$ cat src/design/sxf_pkg.sv
// ----------------------------------------------------------------------------
// sxf_pkg
// Shared types and constants for the sync/length/XOR frame parser.
// ----------------------------------------------------------------------------
package sxf_pkg;

    localparam int MAX_FRAME_DEF   = 256;
    localparam int QUEUE_DEPTH_DEF = 4;

    // wide enough for burst size minus 7 at the largest legal frame limit
    localparam int SIZE_W = 17;

    localparam logic [7:0] SYNC0 = 8'hAA;
    localparam logic [7:0] SYNC1 = 8'h55;

    localparam logic [2:0] ST_OK   = 3'd0;
    localparam logic [2:0] ST_SIZE = 3'd1;
    localparam logic [2:0] ST_SYNC = 3'd2;
    localparam logic [2:0] ST_LEN  = 3'd3;
    localparam logic [2:0] ST_XOR  = 3'd4;

    typedef struct packed {
        logic [7:0]        data;
        logic              last;
        logic              is_sync0;
        logic              is_sync1;
        logic              is_len;
        logic              is_cmd;
        logic              is_payload;
        logic              size_ok;
        logic [7:0]        size_m9;
        logic [SIZE_W-1:0] size_m7;
    } sxf_item_t;

endpackage

$ cat src/design/sxf_queue.sv
// ----------------------------------------------------------------------------
// sxf_queue
// Small register queue between the classifier and the frame checker.
// ----------------------------------------------------------------------------
module sxf_queue #(
    parameter int WIDTH = 8,
    parameter int DEPTH = 4
) (
    input  logic             clk,
    input  logic             rst_n,
    input  logic             wr_en,
    input  logic [WIDTH-1:0] wr_data,
    output logic             full,
    input  logic             rd_en,
    output logic [WIDTH-1:0] rd_data,
    output logic             empty
);

    localparam int AW = (DEPTH > 1) ? $clog2(DEPTH) : 1;
    localparam int CW = $clog2(DEPTH + 1);

    logic [WIDTH-1:0] mem_reg [DEPTH];
    logic [AW-1:0]    wr_ptr_reg, wr_ptr_next;
    logic [AW-1:0]    rd_ptr_reg, rd_ptr_next;
    logic [CW-1:0]    count_reg, count_next;
    logic             do_wr, do_rd;

    assign full    = (count_reg == CW'(DEPTH));
    assign empty   = (count_reg == '0);
    assign rd_data = mem_reg[rd_ptr_reg];
    assign do_wr   = wr_en && !full;
    assign do_rd   = rd_en && !empty;

    always_comb
    begin
        wr_ptr_next = wr_ptr_reg;
        rd_ptr_next = rd_ptr_reg;
        count_next  = count_reg;
        if (do_wr)
        begin
            wr_ptr_next = (wr_ptr_reg == AW'(DEPTH - 1)) ? '0 : wr_ptr_reg + 1'b1;
        end
        if (do_rd)
        begin
            rd_ptr_next = (rd_ptr_reg == AW'(DEPTH - 1)) ? '0 : rd_ptr_reg + 1'b1;
        end
        if (do_wr && !do_rd)
        begin
            count_next = count_reg + 1'b1;
        end
        else if (do_rd && !do_wr)
        begin
            count_next = count_reg - 1'b1;
        end
    end

    always_ff @(posedge clk or negedge rst_n)
    begin
        if (!rst_n)
        begin
            wr_ptr_reg <= '0;
            rd_ptr_reg <= '0;
            count_reg  <= '0;
        end
        else
        begin
            wr_ptr_reg <= wr_ptr_next;
            rd_ptr_reg <= rd_ptr_next;
            count_reg  <= count_next;
        end
    end

    always_ff @(posedge clk)
    begin
        if (do_wr)
        begin
            mem_reg[wr_ptr_reg] <= wr_data;
        end
    end

`ifndef SYNTHESIS
    a_count_bound: assert property (@(posedge clk) disable iff (!rst_n)
        count_reg <= CW'(DEPTH))
        else $error("queue count beyond depth");
`endif

endmodule

$ cat src/design/sxf_front.sv
// ----------------------------------------------------------------------------
// sxf_front
// Counts byte position in the burst and tags each item by its role.
// ----------------------------------------------------------------------------
module sxf_front
    import sxf_pkg::*;
#(
    parameter int MAX_FRAME = MAX_FRAME_DEF
) (
    input  logic      clk,
    input  logic      rst_n,
    input  logic      in_push,
    input  logic      q_full,
    input  logic [7:0] rx_byte,
    input  logic      burst_end,
    output logic      q_push,
    output sxf_item_t q_item
);

    localparam int CW = $clog2(MAX_FRAME + 2);

    logic [CW-1:0] pos_reg, pos_next;
    logic [CW-1:0] pos_m8;

    assign q_push = in_push && !q_full;
    assign pos_m8 = pos_reg - CW'(8);

    always_comb
    begin
        q_item.data       = rx_byte;
        q_item.last       = burst_end;
        q_item.is_sync0   = (pos_reg == CW'(0));
        q_item.is_sync1   = (pos_reg == CW'(1));
        q_item.is_len     = (pos_reg >= CW'(2)) && (pos_reg <= CW'(5));
        q_item.is_cmd     = (pos_reg == CW'(7));
        q_item.is_payload = (pos_reg >= CW'(8)) && (pos_reg < CW'(MAX_FRAME));
        q_item.size_ok    = (pos_reg >= CW'(8)) && (pos_reg < CW'(MAX_FRAME));
        q_item.size_m9    = 8'(pos_m8);
        q_item.size_m7    = SIZE_W'(pos_reg) - SIZE_W'(6);
    end

    always_comb
    begin
        pos_next = pos_reg;
        if (q_push)
        begin
            if (burst_end)
            begin
                pos_next = '0;
            end
            else if (pos_reg <= CW'(MAX_FRAME))
            begin
                pos_next = pos_reg + 1'b1;
            end
        end
    end

    always_ff @(posedge clk or negedge rst_n)
    begin
        if (!rst_n)
        begin
            pos_reg <= '0;
        end
        else
        begin
            pos_reg <= pos_next;
        end
    end

endmodule

$ cat src/design/sxf_back.sv
// ----------------------------------------------------------------------------
// sxf_back
// Runs size, sync, length and XOR checks, captures the command, delays
// payload bytes by one item and holds the finished result in the output register.
// ----------------------------------------------------------------------------
module sxf_back
    import sxf_pkg::*;
(
    input  logic       clk,
    input  logic       rst_n,
    input  logic       q_empty,
    input  sxf_item_t  q_item,
    output logic       q_pop,
    input  logic       pop,
    output logic       empty,
    output logic       has_data,
    output logic [7:0] payload_byte,
    output logic       frame_done,
    output logic [7:0] command,
    output logic [7:0] payload_length,
    output logic [2:0] status
);

    logic        xor_bad, len_bad, emit;
    logic        sync_reg, sync_next;
    logic [7:0]  xor_reg, xor_next;
    logic [31:0] len_reg, len_next;
    logic [7:0]  cmd_reg, cmd_next;
    logic [7:0]  held_reg, held_next;
    logic        held_valid_reg, held_valid_next;
    logic [2:0]  st;

    logic        out_valid_reg, out_valid_next;
    logic        has_data_reg;
    logic [7:0]  payload_reg;
    logic        done_reg;
    logic [7:0]  command_reg;
    logic [7:0]  plen_reg;
    logic [2:0]  status_reg;

    assign q_pop = !q_empty && (!out_valid_reg || pop);
    assign emit  = held_valid_reg || q_item.last;

    always_comb
    begin
        sync_next = sync_reg
                    && !(q_item.is_sync0 && (q_item.data != SYNC0))
                    && !(q_item.is_sync1 && (q_item.data != SYNC1));
        xor_next  = xor_reg ^ q_item.data;
        len_next  = q_item.is_len ? {len_reg[23:0], q_item.data} : len_reg;
        cmd_next  = q_item.is_cmd ? q_item.data : cmd_reg;
        xor_bad   = (xor_next != 8'd0);
        len_bad   = (len_next != 32'(q_item.size_m7));
        if (!q_item.size_ok)
        begin
            st = ST_SIZE;
        end
        else if (!sync_next)
        begin
            st = ST_SYNC;
        end
        else if (len_bad)
        begin
            st = ST_LEN;
        end
        else if (xor_bad)
        begin
            st = ST_XOR;
        end
        else
        begin
            st = ST_OK;
        end
        held_valid_next = !q_item.last && sync_next && q_item.is_payload;
        held_next       = q_item.data;
        out_valid_next  = out_valid_reg && !pop;
        if (q_pop && emit)
        begin
            out_valid_next = 1'b1;
        end
    end

    always_ff @(posedge clk or negedge rst_n)
    begin
        if (!rst_n)
        begin
            sync_reg       <= 1'b1;
            xor_reg        <= '0;
            len_reg        <= '0;
            cmd_reg        <= '0;
            held_valid_reg <= 1'b0;
            out_valid_reg  <= 1'b0;
        end
        else
        begin
            out_valid_reg <= out_valid_next;
            if (q_pop)
            begin
                held_valid_reg <= held_valid_next;
                if (q_item.last)
                begin
                    sync_reg <= 1'b1;
                    xor_reg  <= '0;
                    len_reg  <= '0;
                    cmd_reg  <= '0;
                end
                else
                begin
                    sync_reg <= sync_next;
                    xor_reg  <= xor_next;
                    len_reg  <= len_next;
                    cmd_reg  <= cmd_next;
                end
            end
        end
    end

    always_ff @(posedge clk)
    begin
        if (q_pop)
        begin
            held_reg <= held_next;
        end
        if (q_pop && emit)
        begin
            has_data_reg <= held_valid_reg;
            payload_reg  <= held_valid_reg ? held_reg : 8'd0;
            done_reg     <= q_item.last;
            command_reg  <= q_item.last ? cmd_next : 8'd0;
            plen_reg     <= (q_item.last && q_item.size_ok) ? q_item.size_m9 : 8'd0;
            status_reg   <= q_item.last ? st : ST_OK;
        end
    end

    assign empty          = !out_valid_reg;
    assign has_data       = has_data_reg;
    assign payload_byte   = payload_reg;
    assign frame_done     = done_reg;
    assign command        = command_reg;
    assign payload_length = plen_reg;
    assign status         = status_reg;

`ifndef SYNTHESIS
    a_no_blank: assert property (@(posedge clk) disable iff (!rst_n)
        out_valid_reg |-> (done_reg || has_data_reg))
        else $error("result register holds a blank result");
    a_data_only: assert property (@(posedge clk) disable iff (!rst_n)
        (out_valid_reg && !done_reg) |-> (status_reg == ST_OK && command_reg == 8'd0
                                          && plen_reg == 8'd0))
        else $error("frame report fields set on a data-only result");
    a_size_len: assert property (@(posedge clk) disable iff (!rst_n)
        (out_valid_reg && done_reg && status_reg == ST_SIZE) |-> (plen_reg == 8'd0))
        else $error("payload length reported for a bad burst size");
`endif

endmodule

$ cat src/design/sync_length_xor_frame_parser.sv
// ----------------------------------------------------------------------------
// sync_length_xor_frame_parser
// Deframer for bursts of 0xAA 0x55, 32-bit length, header, command, payload
// and closing byte, checked by an XOR over the whole burst.
// ----------------------------------------------------------------------------
// Takes one byte per cycle with no gaps required while full is low; the
// sustained rate is one item per clock while pop keeps the output register
// drained, set by the per-byte update of the checker. An accepted byte
// passes through the queue behind the classifier, then the output register,
// before its result is on the result ports and can be popped. Payload bytes
// come out one item behind the byte that carried them, and the burst report
// (command, payload length, status) rides on the result of the last byte.
// Bursts shorter than 9 or longer than MAX_FRAME bytes report bad size.
module sync_length_xor_frame_parser
    import sxf_pkg::*;
#(
    parameter int MAX_FRAME   = MAX_FRAME_DEF,
    parameter int QUEUE_DEPTH = QUEUE_DEPTH_DEF
) (
    input  logic       clk,
    input  logic       rst_n,
    input  logic       push,
    output logic       full,
    input  logic [7:0] rx_byte,
    input  logic       burst_end,
    output logic       empty,
    input  logic       pop,
    output logic       has_data,
    output logic [7:0] payload_byte,
    output logic       frame_done,
    output logic [7:0] command,
    output logic [7:0] payload_length,
    output logic [2:0] status
);

    localparam int IW = $bits(sxf_item_t);

    logic      q_push, q_pop, q_full, q_empty;
    sxf_item_t wr_item, rd_item;
    logic [IW-1:0] rd_bits;

    assign full    = q_full;
    assign rd_item = sxf_item_t'(rd_bits);

    sxf_front #(
        .MAX_FRAME (MAX_FRAME)
    ) u_front (
        .clk       (clk),
        .rst_n     (rst_n),
        .in_push   (push),
        .q_full    (q_full),
        .rx_byte   (rx_byte),
        .burst_end (burst_end),
        .q_push    (q_push),
        .q_item    (wr_item)
    );

    sxf_queue #(
        .WIDTH (IW),
        .DEPTH (QUEUE_DEPTH)
    ) u_queue (
        .clk     (clk),
        .rst_n   (rst_n),
        .wr_en   (q_push),
        .wr_data (wr_item),
        .full    (q_full),
        .rd_en   (q_pop),
        .rd_data (rd_bits),
        .empty   (q_empty)
    );

    sxf_back u_back (
        .clk            (clk),
        .rst_n          (rst_n),
        .q_empty        (q_empty),
        .q_item         (rd_item),
        .q_pop          (q_pop),
        .pop            (pop),
        .empty          (empty),
        .has_data       (has_data),
        .payload_byte   (payload_byte),
        .frame_done     (frame_done),
        .command        (command),
        .payload_length (payload_length),
        .status         (status)
    );

endmodule
$ cat config.mk
export PLATFORM = sky130hd
export DESIGN_NAME = sync_length_xor_frame_parser
export DESIGN_NICKNAME = d
export VERILOG_FILES = /design/src/design/sxf_pkg.sv /design/src/design/sxf_queue.sv /design/src/design/sxf_front.sv /design/src/design/sxf_back.sv /design/src/design/sync_length_xor_frame_parser.sv
export SDC_FILE = /design/constraint.sdc
export NUM_CORES = 1
export LEC_CHECK = 0
export ABC_AREA = 1
export ABC_CLOCK_PERIOD_IN_PS = 4700
export BUFFER_PORTS_ARGS = -buffer_cell sky130_fd_sc_hd__clkbuf_2
export CORE_MARGIN = 4
export CORE_UTILIZATION = 46
export CTS_BUF_LIST = sky130_fd_sc_hd__clkbuf_16
export DETAILED_ROUTE_END_ITERATION = 16
export PLACE_DENSITY = 0.68
export RECOVER_POWER = 50
export REMOVE_ABC_BUFFERS = 1
export SYNTH_ARGS = -nofsm -noshare
export SYNTH_HDL_FRONTEND = slang
export SYNTH_SLANG_ARGS = --single-unit
$ cat constraint.sdc
create_clock -name clk -period 4.7 [get_ports clk]
set_input_delay 0.235 -clock clk [delete_from_list [all_inputs] [get_ports clk]]
set_output_delay 0.235 -clock clk [all_outputs]
set_load 0.01 [all_outputs]
## After elaboration in Yosys (flattened, before gate mapping)

Memory sizes are Yosys's and may differ from the RTL's.
Cells that the tools add are included.

| storage, ports and cells | value |
|---|---|
| register bits after elaboration | 104 |
| bits in writable memories | 160 |
| input bits | 13 |
| output and inout bits | 31 |
| memories | 1 |

Memory list:

| memory | words | bits a word | read ports | clocked after memory_dff | wr ports | RTL line | text |
|---|---|---|---|---|---|---|---|
| u_queue.mem_reg | 4 | 40 | 1 | 0 | 1 | sxf_queue.sv:22 | `logic [WIDTH-1:0] mem_reg [DEPTH];` |

| operators by class | value |
|---|---|
| add/subtract/negate cells | 7 |
| magnitude comparators | 5 |
| equal/unequal tests | 8 |
| muxes and demuxes | 19 |
| bitwise operators | 4 |
| reduce and logical (&&, ||, !) cells | 36 |

Operators with widths:

| cell | number |
|---|---|
| 32-bit 2-to-1 mux | 2 |
| 32-bit by 17-bit != test with 1-bit output | 1 |
| 8-bit 2-to-1 mux | 3 |
| 9-bit 2-to-1 mux | 2 |
| 1-bit logical AND | 17 |
| 9-bit by 3-bit subtractor with 10-bit output, second input constant | 1 |
| 9-bit by 1-bit adder with 9-bit output, second input constant | 1 |
| 9-bit by 1-bit equality test with 1-bit output, second input constant | 1 |
| 9-bit by 3-bit equality test with 1-bit output, second input constant | 1 |
| 9-bit by 2-bit >= comparator with 1-bit output, second input constant | 1 |
| 9-bit by 4-bit >= comparator with 1-bit output, second input constant | 1 |
| 9-bit by 3-bit less-or-equal comparator with 1-bit output, second input constant | 1 |
| 9-bit less-or-equal comparator, second input constant | 1 |
| 1-bit logical NOT | 9 |
| 9-bit logical NOT | 1 |
| 9-bit less-than comparator, second input constant | 1 |
| 3-bit 2-to-1 mux | 3 |
| 2-bit 2-to-1 mux | 4 |
| 8-bit by 7-bit != test with 1-bit output, second input constant | 1 |
| 8-bit != test, second input constant | 1 |
| 8-bit nonzero test | 1 |
| 8-bit by 4-bit subtractor with 8-bit output, second input constant | 1 |
| 8-bit bitwise XOR | 1 |
| 1-bit 2-to-1 mux | 5 |
| other kinds (11) | 18 |

## Logic depth before layout (Yosys ltp)

Gate-level depths: netlist of the first run.

| logic depth | value |
|---|---|
| depth after elaboration | 8 |
| gate-level depth with buffers | 17 |

## By module

From an unflattened synthesis of the first run, not the netlist that was laid out.

| second synthesis, totals | value |
|---|---|
| cell total of the unflattened synthesis | 1184 |
| area, all modules | 12462.0 µm² |

Modules (own cells, without submodules):

| module | instances | cells each | area each (µm²) |
|---|---|---|---|
| sxf_queue | 1 | 528 | 7103.1 |
| sxf_back | 1 | 489 | 4191.5 |
| sxf_front | 1 | 167 | 1167.4 |

## Worst setup path before layout of the first run

OpenSTA, ideal clock, no wires.

| timing | value |
|---|---|
| path type | flip-flop to flip-flop |
| start | reg u_queue.rd_ptr_reg[1] |
| end | reg u_back.command_reg[0] (netlist: u_back.command[0]), enable pin |
| library setup time | 0.426 ns |
| data arrival time | 2.653 ns |
| data required time | 4.274 ns |
| slack | 1.621 ns |
| cell stages (with the launch flop) | 8 |
| period minus slack after synthesis | 3.079 ns |
| path through | dfrtp_1 buf_4 inv_4 buf_4 a21oi_1 a32oi_1 inv_2 a21oi_1 |

| on the way | value |
|---|---|
| word-level cells in the longest chain between the ends | 3 |

Ends and longest elaborated chain:

| what | RTL line | text |
|---|---|---|
| from (decl) | sxf_queue.sv:24 | `logic [AW-1:0] rd_ptr_reg, rd_ptr_next;` |
| from (signal assigned) | sxf_queue.sv:68 | `rd_ptr_reg <= rd_ptr_next;` |
| memory read 4 x 40 bit | n/a |  |
| via rd_bits[31] | sync_length_xor_frame_parser.sv:40 | `logic [IW-1:0] rd_bits;` |
| 1-bit logical OR | sxf_back.sv:42 | `assign emit = held_valid_reg \|\| q_item.last;` |
| 1-bit logical AND | sxf_back.sv:124 | `if (q_pop && emit)` |
| to (signal assigned) | sxf_back.sv:129 | `command_reg <= q_item.last ? cmd_next : 8'd0;` |
| to (decl) | sxf_back.sv:37 | `logic [7:0] command_reg;` |

The timed path passes the listed nets, and every way through them passes these cells.
A chain may end at the register's enable or synchronous reset.

==> results of run 1 <==
-- where the power goes --
| part | leakage, nW | internal [W] | switching [W] |
|---|---|---|---|
| Combinational | 2.08 | 0.000985 | 0.00247 |
| Clock | 0.446 | 0.00129 | 0.000768 |
| Sequential | 2.26 | 0.00292 | 0.000270 |
-- metrics by stage --
stage	total power (W)	cell area [µm²]	hold slack, ps	utilization (%)
after floorplan	0.005570	10020	-60.59	-
after global placement	0.006620	10690	430.2	48.82
after detailed placement	0.006702	10690	427.4	48.82
after CTS	0.008793	11640	20.64	53.20
after global routing	0.009323	11570	129.2	52.87
final	0.008708	11570	120.0	52.87
-- per-layer routing --
metal	part of all wire, %	track usage [%]	up-vias	routed length [µm]
li1	-	-	3456	-
met1	45	24.10	3383	9687
met2	47	29.47	190	10280
met3	4.9	2.365	45	1071
met4	2.9	5.367	0	619
met5	0	0	-	0
-- worst reg2reg max path, delay by kind of cell (launching register included) --
kind	cells	cell delay, ps
simple gates	8	910
flops	1	940
buf+inv	3	630
compound gates	1	570
-- repair_timing --
item	in CTS	in global routing
hold endpoints to repair	70	0
hold buffers	9	0
endpoints found under the setup margin	0	0
-- cells in the mapped netlist, drive strengths merged --
library cell  instances
clkinv                1
nor3b                 1
or2                   1
dfrtp                66
buf                  30
mux2i                 3
nor4                  2
xnor2                 2
ha                   16
a32oi                 1
o22ai                31
a22oi                 1
nand4                 7
nand2               255
xor2                 14
o22a                  1
inv                 114
edfxtp              161
o211ai                3
a22o                  3
a31oi                 1
a21oi                22
o21ai                91
clkbuf                9
o21a                  1
fa                    1
nor2                 83
nand3                67
nor3                  7
nand3b                3
dfstp                 1
-- how the worst min path moves through the flow --
stage / endpoint / slack (ps)
after floorplan: u_back.cmd_reg[0] / -60
after global placement: u_back.cmd_reg[3] / 430
after detailed placement: u_back.cmd_reg[3] / 430
after CTS: u_queue.mem_reg[0][31] / 20
after global routing: u_queue.mem_reg[0][31] / 130
final: u_queue.mem_reg[0][31] / 120
-- cell type report --
cell class	instances	share of cell area (%)
flip-flops and latches	228	56.28
multi-input cells	617	26.61
clock buffers	25	5.405
inverters	115	3.816
well taps	280	3.027
repair buffers	62	2.778
clock inverters	19	2.086
-- kinds of logic (layout without fill, tap and decap cells) --
kind of cell	Yosys count	count (layout)
xor gates and xnor gates	16	16
muxes	3	3
and+or+nand+nor	426	426
buffers and inverters	154	221
DFF	228	228
adders and majority gates	17	17
AOI/OAI and AO/OA	155	155
==> results.toml, run 1 <==
[timing]
max_freq_mhz = 295.3
maxSlewHeadroom_pct = -52.06
finalCritPeriodShare_pct = 72.06
setup_tns_ps = 0
finalCriticalPeriod_ps = 3387
timing.final.hold_violations = 0
slew_viol_final = 119
worst_slack_ps = 1313
finClkSkew_ps = 17.86
setup_viol = 0
rsz0062_at_grt = "false"
max_slew.worst_pin.slew_ps = 2281

[hold_path]
hold_path_class = "in2reg"
hold_depth = 1
worstHoldStart = "burst_end"

[setup_path]
path_cells = "dlygate4sd3_1 > clkbuf_1 > clkbuf_1"
regToRegStartpoint = "u_queue.rd_ptr_reg[0]"
endpoint = "u_front.pos_reg[3]"
worstSetupEndpointType = "asynchronous set/reset pin"
worst-path-stages = 3
slowest_stage = "clkbuf_1"
crit_top_cell = "clkbuf_1"
arrival_ps = 3680
crit_required_ps = 4990
ff2ff_path_depth = 12
reg2reg_to = "u_back.status[1]"
path_class = "in2async"
start_kind = "primary input"
crit_family = "buffers and inverters"
regToRegSetupSlack_ps = 1420
crit_fanout = 40
crit_start = "rst_n"
slowest_delay_ps = 1570
worst-path-buf-inv = 3

[detailed_routing]
num_vias = 7074
ant_nets = 0
drt_iter0_markers = 576
routed_wl_mm = 21.66
dr.pass1.iters = 5
wl_per_cell_um = 16.09
via_per_inst = 5.256
drc = 0

[floorplanning]
io_pins = 44
dieArea_mm2 = 0.02480
start_util_pct = 46.96
dieWidth_um = 157.5
core_area_mm2 = 0.02189
chipHeight_um = 157.5
rows = 54

[grt]
gr-total-overflow = 0
track_usage_pct = 17.61
grt_pass1_vias = 6728
antenna_found_initial = 0
grt_pass1_wl_mm = 34.84
grt_max_degree = 55

[placed_design]
port-buffer-count = 43
place_inst = 1293
dpl.hpwl_mm = 13.31
dp_slack_ps = 1483
routabilityCongestion = 0.8608

[finish]
nNetsFinal = 1078
antenna_cells = 0
multi_input_area_mm2 = 0.003079
fin_cells = 1346
drive_above_1_share_pct = 6.379
seqCellArea_mm2 = 0.006514
syn_to_final_growth_pct = 12.59
largest_register_ffs = 124
layout_common_cells = "nand2_1, edfxtp_1, inv_1, nor2_1, o21ai_0"
layout_commonest_cell = "nand2_1"
fillers = 1887

[cts]
clk_pin_slew_ps = 60
cts-buffers-inserted = 24
htree_levels = 1
cts_sinks = 228
clkLatencyLatePin_ps = 520
cts-resized-gates = 0
cts-root-buf = "clkbuf_16"
cts_tree = "built"
cts_setup_buffers = 0
clock_path_buffers = 3

[logic_synthesis]
ys_seq_area_share_pct = 63.35
synth_area_leaders = "edfxtp_1, dfrtp_1, nand2_1"
synth.avg_cell_area_um2 = 10.29
syn_inst = 999
synth_adder_area_share_pct = 2.142
synth.area.mux_share_pct = 0.2921
synth-simple-area-share_pct = 17.59
synth-compound-area-share_pct = 8.398
netlist_area_mm2 = 0.01028
yosysWarnings = 0
synth-seq-cells = 228
synth_xor_area_share_pct = 1.363
synth_largest_area_cell = "edfxtp_1"
yosysUniqueCellTypes = 44
synth_top_area_share_pct = 47.03
synth_top_family_by_area = "simple AND/OR/NAND/NOR gates"

[run_status]
status = "finished, violations left"
violations = "max-capacitance violations, max-slew violations"

[power]
leakage_nw = 4.779
power.density_mw_per_mm2 = 752.4
ir_drop_uv = 292.2

[run]
cap_violations = 3
Power figures use the tool's default switching activity.
==> run 2, diff against run 1 <==
ABC_AREA = 0   (was 1)
ABC_CLOCK_PERIOD_IN_PS = 2700   (was 4700)
PLACE_DENSITY = 0.71   (was 0.68)
clock period = 2.7 ns   (was 4.7 ns; I/O delays follow)
==> results.toml, run 2 <==
[cts]
htree_levels = 1
cts-root-buf = "clkbuf_16"
clkLatencyLatePin_ps = 510
cts_tree = "built"
clk_pin_slew_ps = 60
cts-buffers-inserted = 24
cts_sinks = 228
clock_path_buffers = 3

[grt]
track_usage_pct = 17.11
grt_pass1_wl_mm = 32.13
grt_pass1_vias = 5756
gr-total-overflow = 0
antenna_found_initial = 0
grt_max_degree = 32

[finish]
multi_input_area_mm2 = 0.002893
seqCellArea_mm2 = 0.006515
largest_register_ffs = 124
layout_common_cells = "edfxtp_1, dfrtp_1, clkbuf_1, a22o_1, nand2_1"
antenna_cells = 0
fillers = 1639
drive_above_1_share_pct = 16.62
syn_to_final_growth_pct = 16.07
finalInstanceArea_mm2 = 0.01117
fin_util_pct = 54.68
nNetsFinal = 740
layout_commonest_cell = "edfxtp_1"

[logic_synthesis]
ys_seq_area_share_pct = 67.67
synth_top_area_share_pct = 50.23
synth.avg_cell_area_um2 = 15.50
synth_area_leaders = "edfxtp_1, dfrtp_1, mux4_2"
yosysWarnings = 0
synth_edf_count = 161
yosysUniqueCellTypes = 53
synthTopCellsByCount = "edfxtp_1, dfrtp_1, a22o_1, nand2_1, o21ai_0"
syn_inst = 621
synth_most_common_cell = "edfxtp_1"
synth_largest_area_cell = "edfxtp_1"
synth-seq-cells = 228
synthArstFlopShare_pct = 29.39
synth_ff_type = "edfxtp_1"
netlist_area_mm2 = 0.009624

[power]
total_power_w = 0.01307
power.density_mw_per_mm2 = 1170
leakage_nw = 4.097
ir_drop_uv = 838.1

[timing]
maxSlewHeadroom_pct = 13.31
finalCritPeriodShare_pct = 94.65
max_freq_mhz = 391.3
finClkSkew_ps = 15.03
max_slew.worst_pin.slew_ps = 1300
rsz0062_at_grt = "false"
slew_viol_final = 0
setup_viol = 0
timing.final.hold_violations = 0
finalCriticalPeriod_ps = 2556

[detailed_routing]
routed_wl_mm = 19.96
drc = 0
ant_nets = 0
drt_iter0_markers = 379
wl_per_cell_um = 20.00
dr.pass1.iters = 6
via_per_inst = 5.566
num_vias = 5555

[setup_path]
start_kind = "flip-flop"
regToRegSetupSlack_ps = 140
reg2reg_to = "u_back.status[1]"
crit_start = "u_queue.rd_ptr_reg[0]"
path_class = "reg2reg"
crit_required_ps = 2960
arrival_ps = 2820
ff2ff_path_depth = 8
worstSetupEndpointType = "flip-flop"
crit_fanout = 5
regToRegStartpoint = "u_queue.rd_ptr_reg[0]"

[floorplanning]
core_area_mm2 = 0.02043
dieArea_mm2 = 0.02330
rows = 52
start_util_pct = 47.11
io_pins = 44
dieWidth_um = 152.6
chipHeight_um = 152.6

[run]
cap_violations = 0

[run_status]
status = "finished, final reports clean"

[hold_path]
worstHoldStart = "push"
hold_depth = 3
whs_endpoint = "u_front.pos_reg[8]"
hold_path_class = "in2reg"

[placed_design]
port-buffer-count = 43
dpl.hpwl_mm = 13.15
routabilityCongestion = 0.9208
place_area_mm2 = 0.01036
[run 2: timing repair]
| item | CTS | global route |
|---|---|---|
| hold buffers | 11 | 0 |
| pin swaps | 0 | 1 |
| resized for setup | 3 | 17 |
| endpoints found under the setup margin | 3 | 19 |
| setup buffers | 4 | 0 |
| endpoints found under the hold margin | 49 | 0 |
[run 2: layer usage]
layer | global-route usage (%) | routed length (µm) | vias to the layer above
li1 | - | - | 2545
met1 | 23.19 | 8372 | 2815
met2 | 29.32 | 10140 | 163
met3 | 2.442 | 974 | 32
met4 | 4.540 | 469 | 0
met5 | 0 | 0 | -
[run 2: worst max path at each step]
stage,to,slack (ps),cells after the start
after floorplan,u_back.command[0],-1580,4
after global placement,u_back.status[1],-50,7
after detailed placement,u_back.status[1],-110,7
after CTS,u_back.status[1],10,7
after global routing,u_back.status[1],10,8
final,u_back.status[1],140,8
[run 2: stage by stage]
step                      TNS [ps]  hold slack, ps  setup WS (ps)  instances
after floorplan             -99560          -160.6          -1579        581
after global placement      -65.02           98.48         -46.07        939
after detailed placement    -293.0           115.8         -113.6        939
after CTS                        0           101.8          9.515        998
after global routing             0           140.6          11.26        998
final                            0           126.1          144.4        998
[run 2: area by class of cell]
class / instances / area share (%)
sequential: 228 / 58.32
multi-input combinational: 334 / 25.90
timing repair buffer: 103 / 5.690
clock buffer: 24 / 5.376
tap: 270 / 3.024
clock inverter: 20 / 1.053
inverter: 19 / 0.6384
[run 2: logic make-up (layout without fill, tap and decap cells)]
family	Yosys count	in the layout	synth area share, %
DFF	228	228	67.67
adders and majority gates	17	17	2.288
buffers and inverters	59	166	2.769
xor gates and xnor gates	32	32	2.912
muxes	50	50	9.425
AOI/OAI and AO/OA	106	106	7.800
and+or+nand+nor	129	129	7.137
[run 2: critical path, stage by stage (launching register included)]
cell	delay [ps]
dfrtp_2	360
buf_4	140
mux4_2	600
buf_4	200
mux2i_2	210
xnor2_1	100
or4_4	430
nor4_4	160
a21oi_1	100
[run 2: where the power goes]
group / switching [W] / leakage (nW) / internal [W] / total, W
clock network: 0.00125 / 0.401 / 0.00170 / 0.00295
logic: 0.00287 / 1.43 / 0.00190 / 0.00476
registers: 0.000423 / 2.27 / 0.00493 / 0.00535
total: 0.00454 / 4.10 / 0.00853 / 0.0131
==> run 3, diff against run 2 <==
CORE_UTILIZATION = 50   (was 46)
PLACE_DENSITY = 0.76   (was 0.71)
==> results.toml, run 3 (synthesis gave the netlist of run 2 again) <==
[cts]
clkLatencyLatePin_ps = 510
cts-buffers-inserted = 23
cts_sinks = 228
cts-root-buf = "clkbuf_16"
cts_tree = "built"
clock_path_buffers = 3
htree_levels = 1
clk_pin_slew_ps = 60

[setup_path]
start_kind = "flip-flop"
worstSetupEndpointType = "flip-flop"
slowest_delay_ps = 610
crit_top_cell = "buf_4"
crit_fanout = 9
crit_start = "u_queue.rd_ptr_reg[0]"
path_cells = "buf_4 > mux4_1 > buf_4 > nor4bb_1 > nand2_1 > a221oi_2 > buf_4 > o21ai_0 > a21oi_1"
arrival_ps = 3030
path_class = "reg2reg"
crit_required_ps = 3050
slowest_stage = "mux4_1"
regToRegStartpoint = "u_queue.rd_ptr_reg[0]"

[timing]
maxSlewHeadroom_pct = 18.83
finalCritPeriodShare_pct = 99.12
max_freq_mhz = 373.7
finClkSkew_ps = 13.03
max_slew.worst_pin.slew_ps = 1218
finalCriticalPeriod_ps = 2676
slew_viol_final = 0
setup_viol = 0
timing.final.hold_violations = 0
rsz0062_at_grt = "true"

[detailed_routing]
routed_wl_mm = 19.95
drt_iter0_markers = 549
drc = 0
num_vias = 5710
ant_nets = 0
via_per_inst = 5.809
dr.pass1.iters = 5
wl_per_cell_um = 20.29

[power]
power_frac_clock_pct = 23.4
leakage_nw = 4.079
internal_power_w = 0.008688
power.density_mw_per_mm2 = 1186
ir_drop_uv = 825.4
switching_power_w = 0.004538
sequentialPowerShare_pct = 40.4
switching_share_pct = 34.31
p_comb_share_pct = 36.2
total_power_w = 0.01323

[finish]
antenna_cells = 0
seqCellArea_mm2 = 0.006514
syn_to_final_growth_pct = 15.90
layout_commonest_cell = "edfxtp_1"
layout_common_cells = "edfxtp_1, dfrtp_1, clkbuf_1, a22o_1, buf_4"
multi_input_area_mm2 = 0.002875
nNetsFinal = 736
finalInstanceArea_mm2 = 0.01115
fillers = 1403
drive_above_1_share_pct = 16.87
largest_register_ffs = 124

[floorplanning]
core_area_mm2 = 0.01883
rows = 50
chipHeight_um = 146.7
io_pins = 44
dieWidth_um = 146.7
start_util_pct = 51.11
dieArea_mm2 = 0.02153

[grt]
grt_max_degree = 33
track_usage_pct = 18.64
grt_pass1_wl_mm = 32.16
gr-total-overflow = 0
grt_pass1_vias = 5856
antenna_found_initial = 0

[run_status]
status = "finished, final reports clean"

[placed_design]
dpl.hpwl_mm = 12.69
place_area_mm2 = 0.01030
port-buffer-count = 43
routabilityCongestion = 0.8607

[hold_path]
worstHoldStart = "burst_end"
hold_path_class = "in2reg"

[run]
cap_violations = 0
run 3: changes by cell type in the layout (fill, tap and decap cells not counted), moves of 2 or more:
cell | before | now
buf_6 | 1 | 5
clkinv_1 | 2 | 5
and2_0 | 8 | 6
buf_4 | 32 | 34
inv_1 | 31 | 27
and2_1 | 5 | 7
bufinv_16 | 1 | 3
clkbuf_1 | 51 | 45
run 3: final cells by class:
type,count,area share [%]
flip-flops and latches,228,58.40
multi-input cells,334,25.78
repair buffers,100,5.698
clock buffers,23,5.160
well taps,260,2.916
clock inverters,19,1.413
inverters,19,0.6394
run 3: metal layers:
metal | up-vias | track usage (%) | wire length [µm]
li1 | 2544 | - | -
met1 | 2889 | 25.15 | 8194
met2 | 228 | 31.76 | 10160
met3 | 49 | 2.899 | 1030
met4 | 0 | 5.268 | 567
met5 | - | 0 | 0
run 3: power groups by stage:
| stage | Combinational, W | Clock (W) | Sequential [W] |
|---|---|---|---|
| 2_1_floorplan | 0.00257 | 0 | 0.00558 |
| 3_3_place_gp | 0.00448 | 0 | 0.00536 |
| 3_5_place_dp | 0.00462 | 0 | 0.00539 |
| 4_1_cts | 0.00471 | 0.00312 | 0.00533 |
| 5_1_grt | 0.00523 | 0.00329 | 0.00542 |
| 6_report | 0.00479 | 0.00309 | 0.00534 |
run 3: metrics by stage:
step           worst slack [ps]  TNS [ps]  cells  util [%]  hold WS, ps
5_1_grt                  -130.5    -314.1    983     59.24        168.4
4_1_cts                   25.14         0    981     59.27        3.162
6_report                  23.80         0    983     59.24        126.0
3_3_place_gp              48.15         0    926     54.72        115.5
2_1_floorplan             -1579    -99560    581         -       -160.6
3_5_place_dp             -14.38    -14.38    926     54.72        132.2
run 3: worst max-delay path, delay by kind of cell (launching register included):
| family | cells | cell delay, ps |
|---|---|---|
| AO/OA/AOI/OAI | 3 | 470 |
| buffers and inverters | 3 | 540 |
| flip-flops | 1 | 450 |
| multiplexers | 1 | 610 |
| AND/OR/NAND/NOR | 2 | 450 |
run 3: timing repair:
action / 4_1_cts / 5_1_grt
hold buffers: 10 / 0
endpoints found under the hold margin: 50 / 0
setup buffers: 3 / 2
setup endpoints to repair: 1 / 46
resized for setup: 0 / 19
pin swaps: 0 / 2
run 3: path summary, 6_finish.rpt:
check	to	slack, ps	cells after the start
setup / recovery	u_back.status[0]	20	9
hold / removal	u_front.pos_reg[7]	130	2
setup reg to reg	u_back.status[0]	20	9
hold reg to reg	u_back.cmd_reg[5]	500	1
max in group asynchronous	u_back.cmd_reg[0]	860	3
min in group asynchronous	u_queue.wr_ptr_reg[1]	400	2
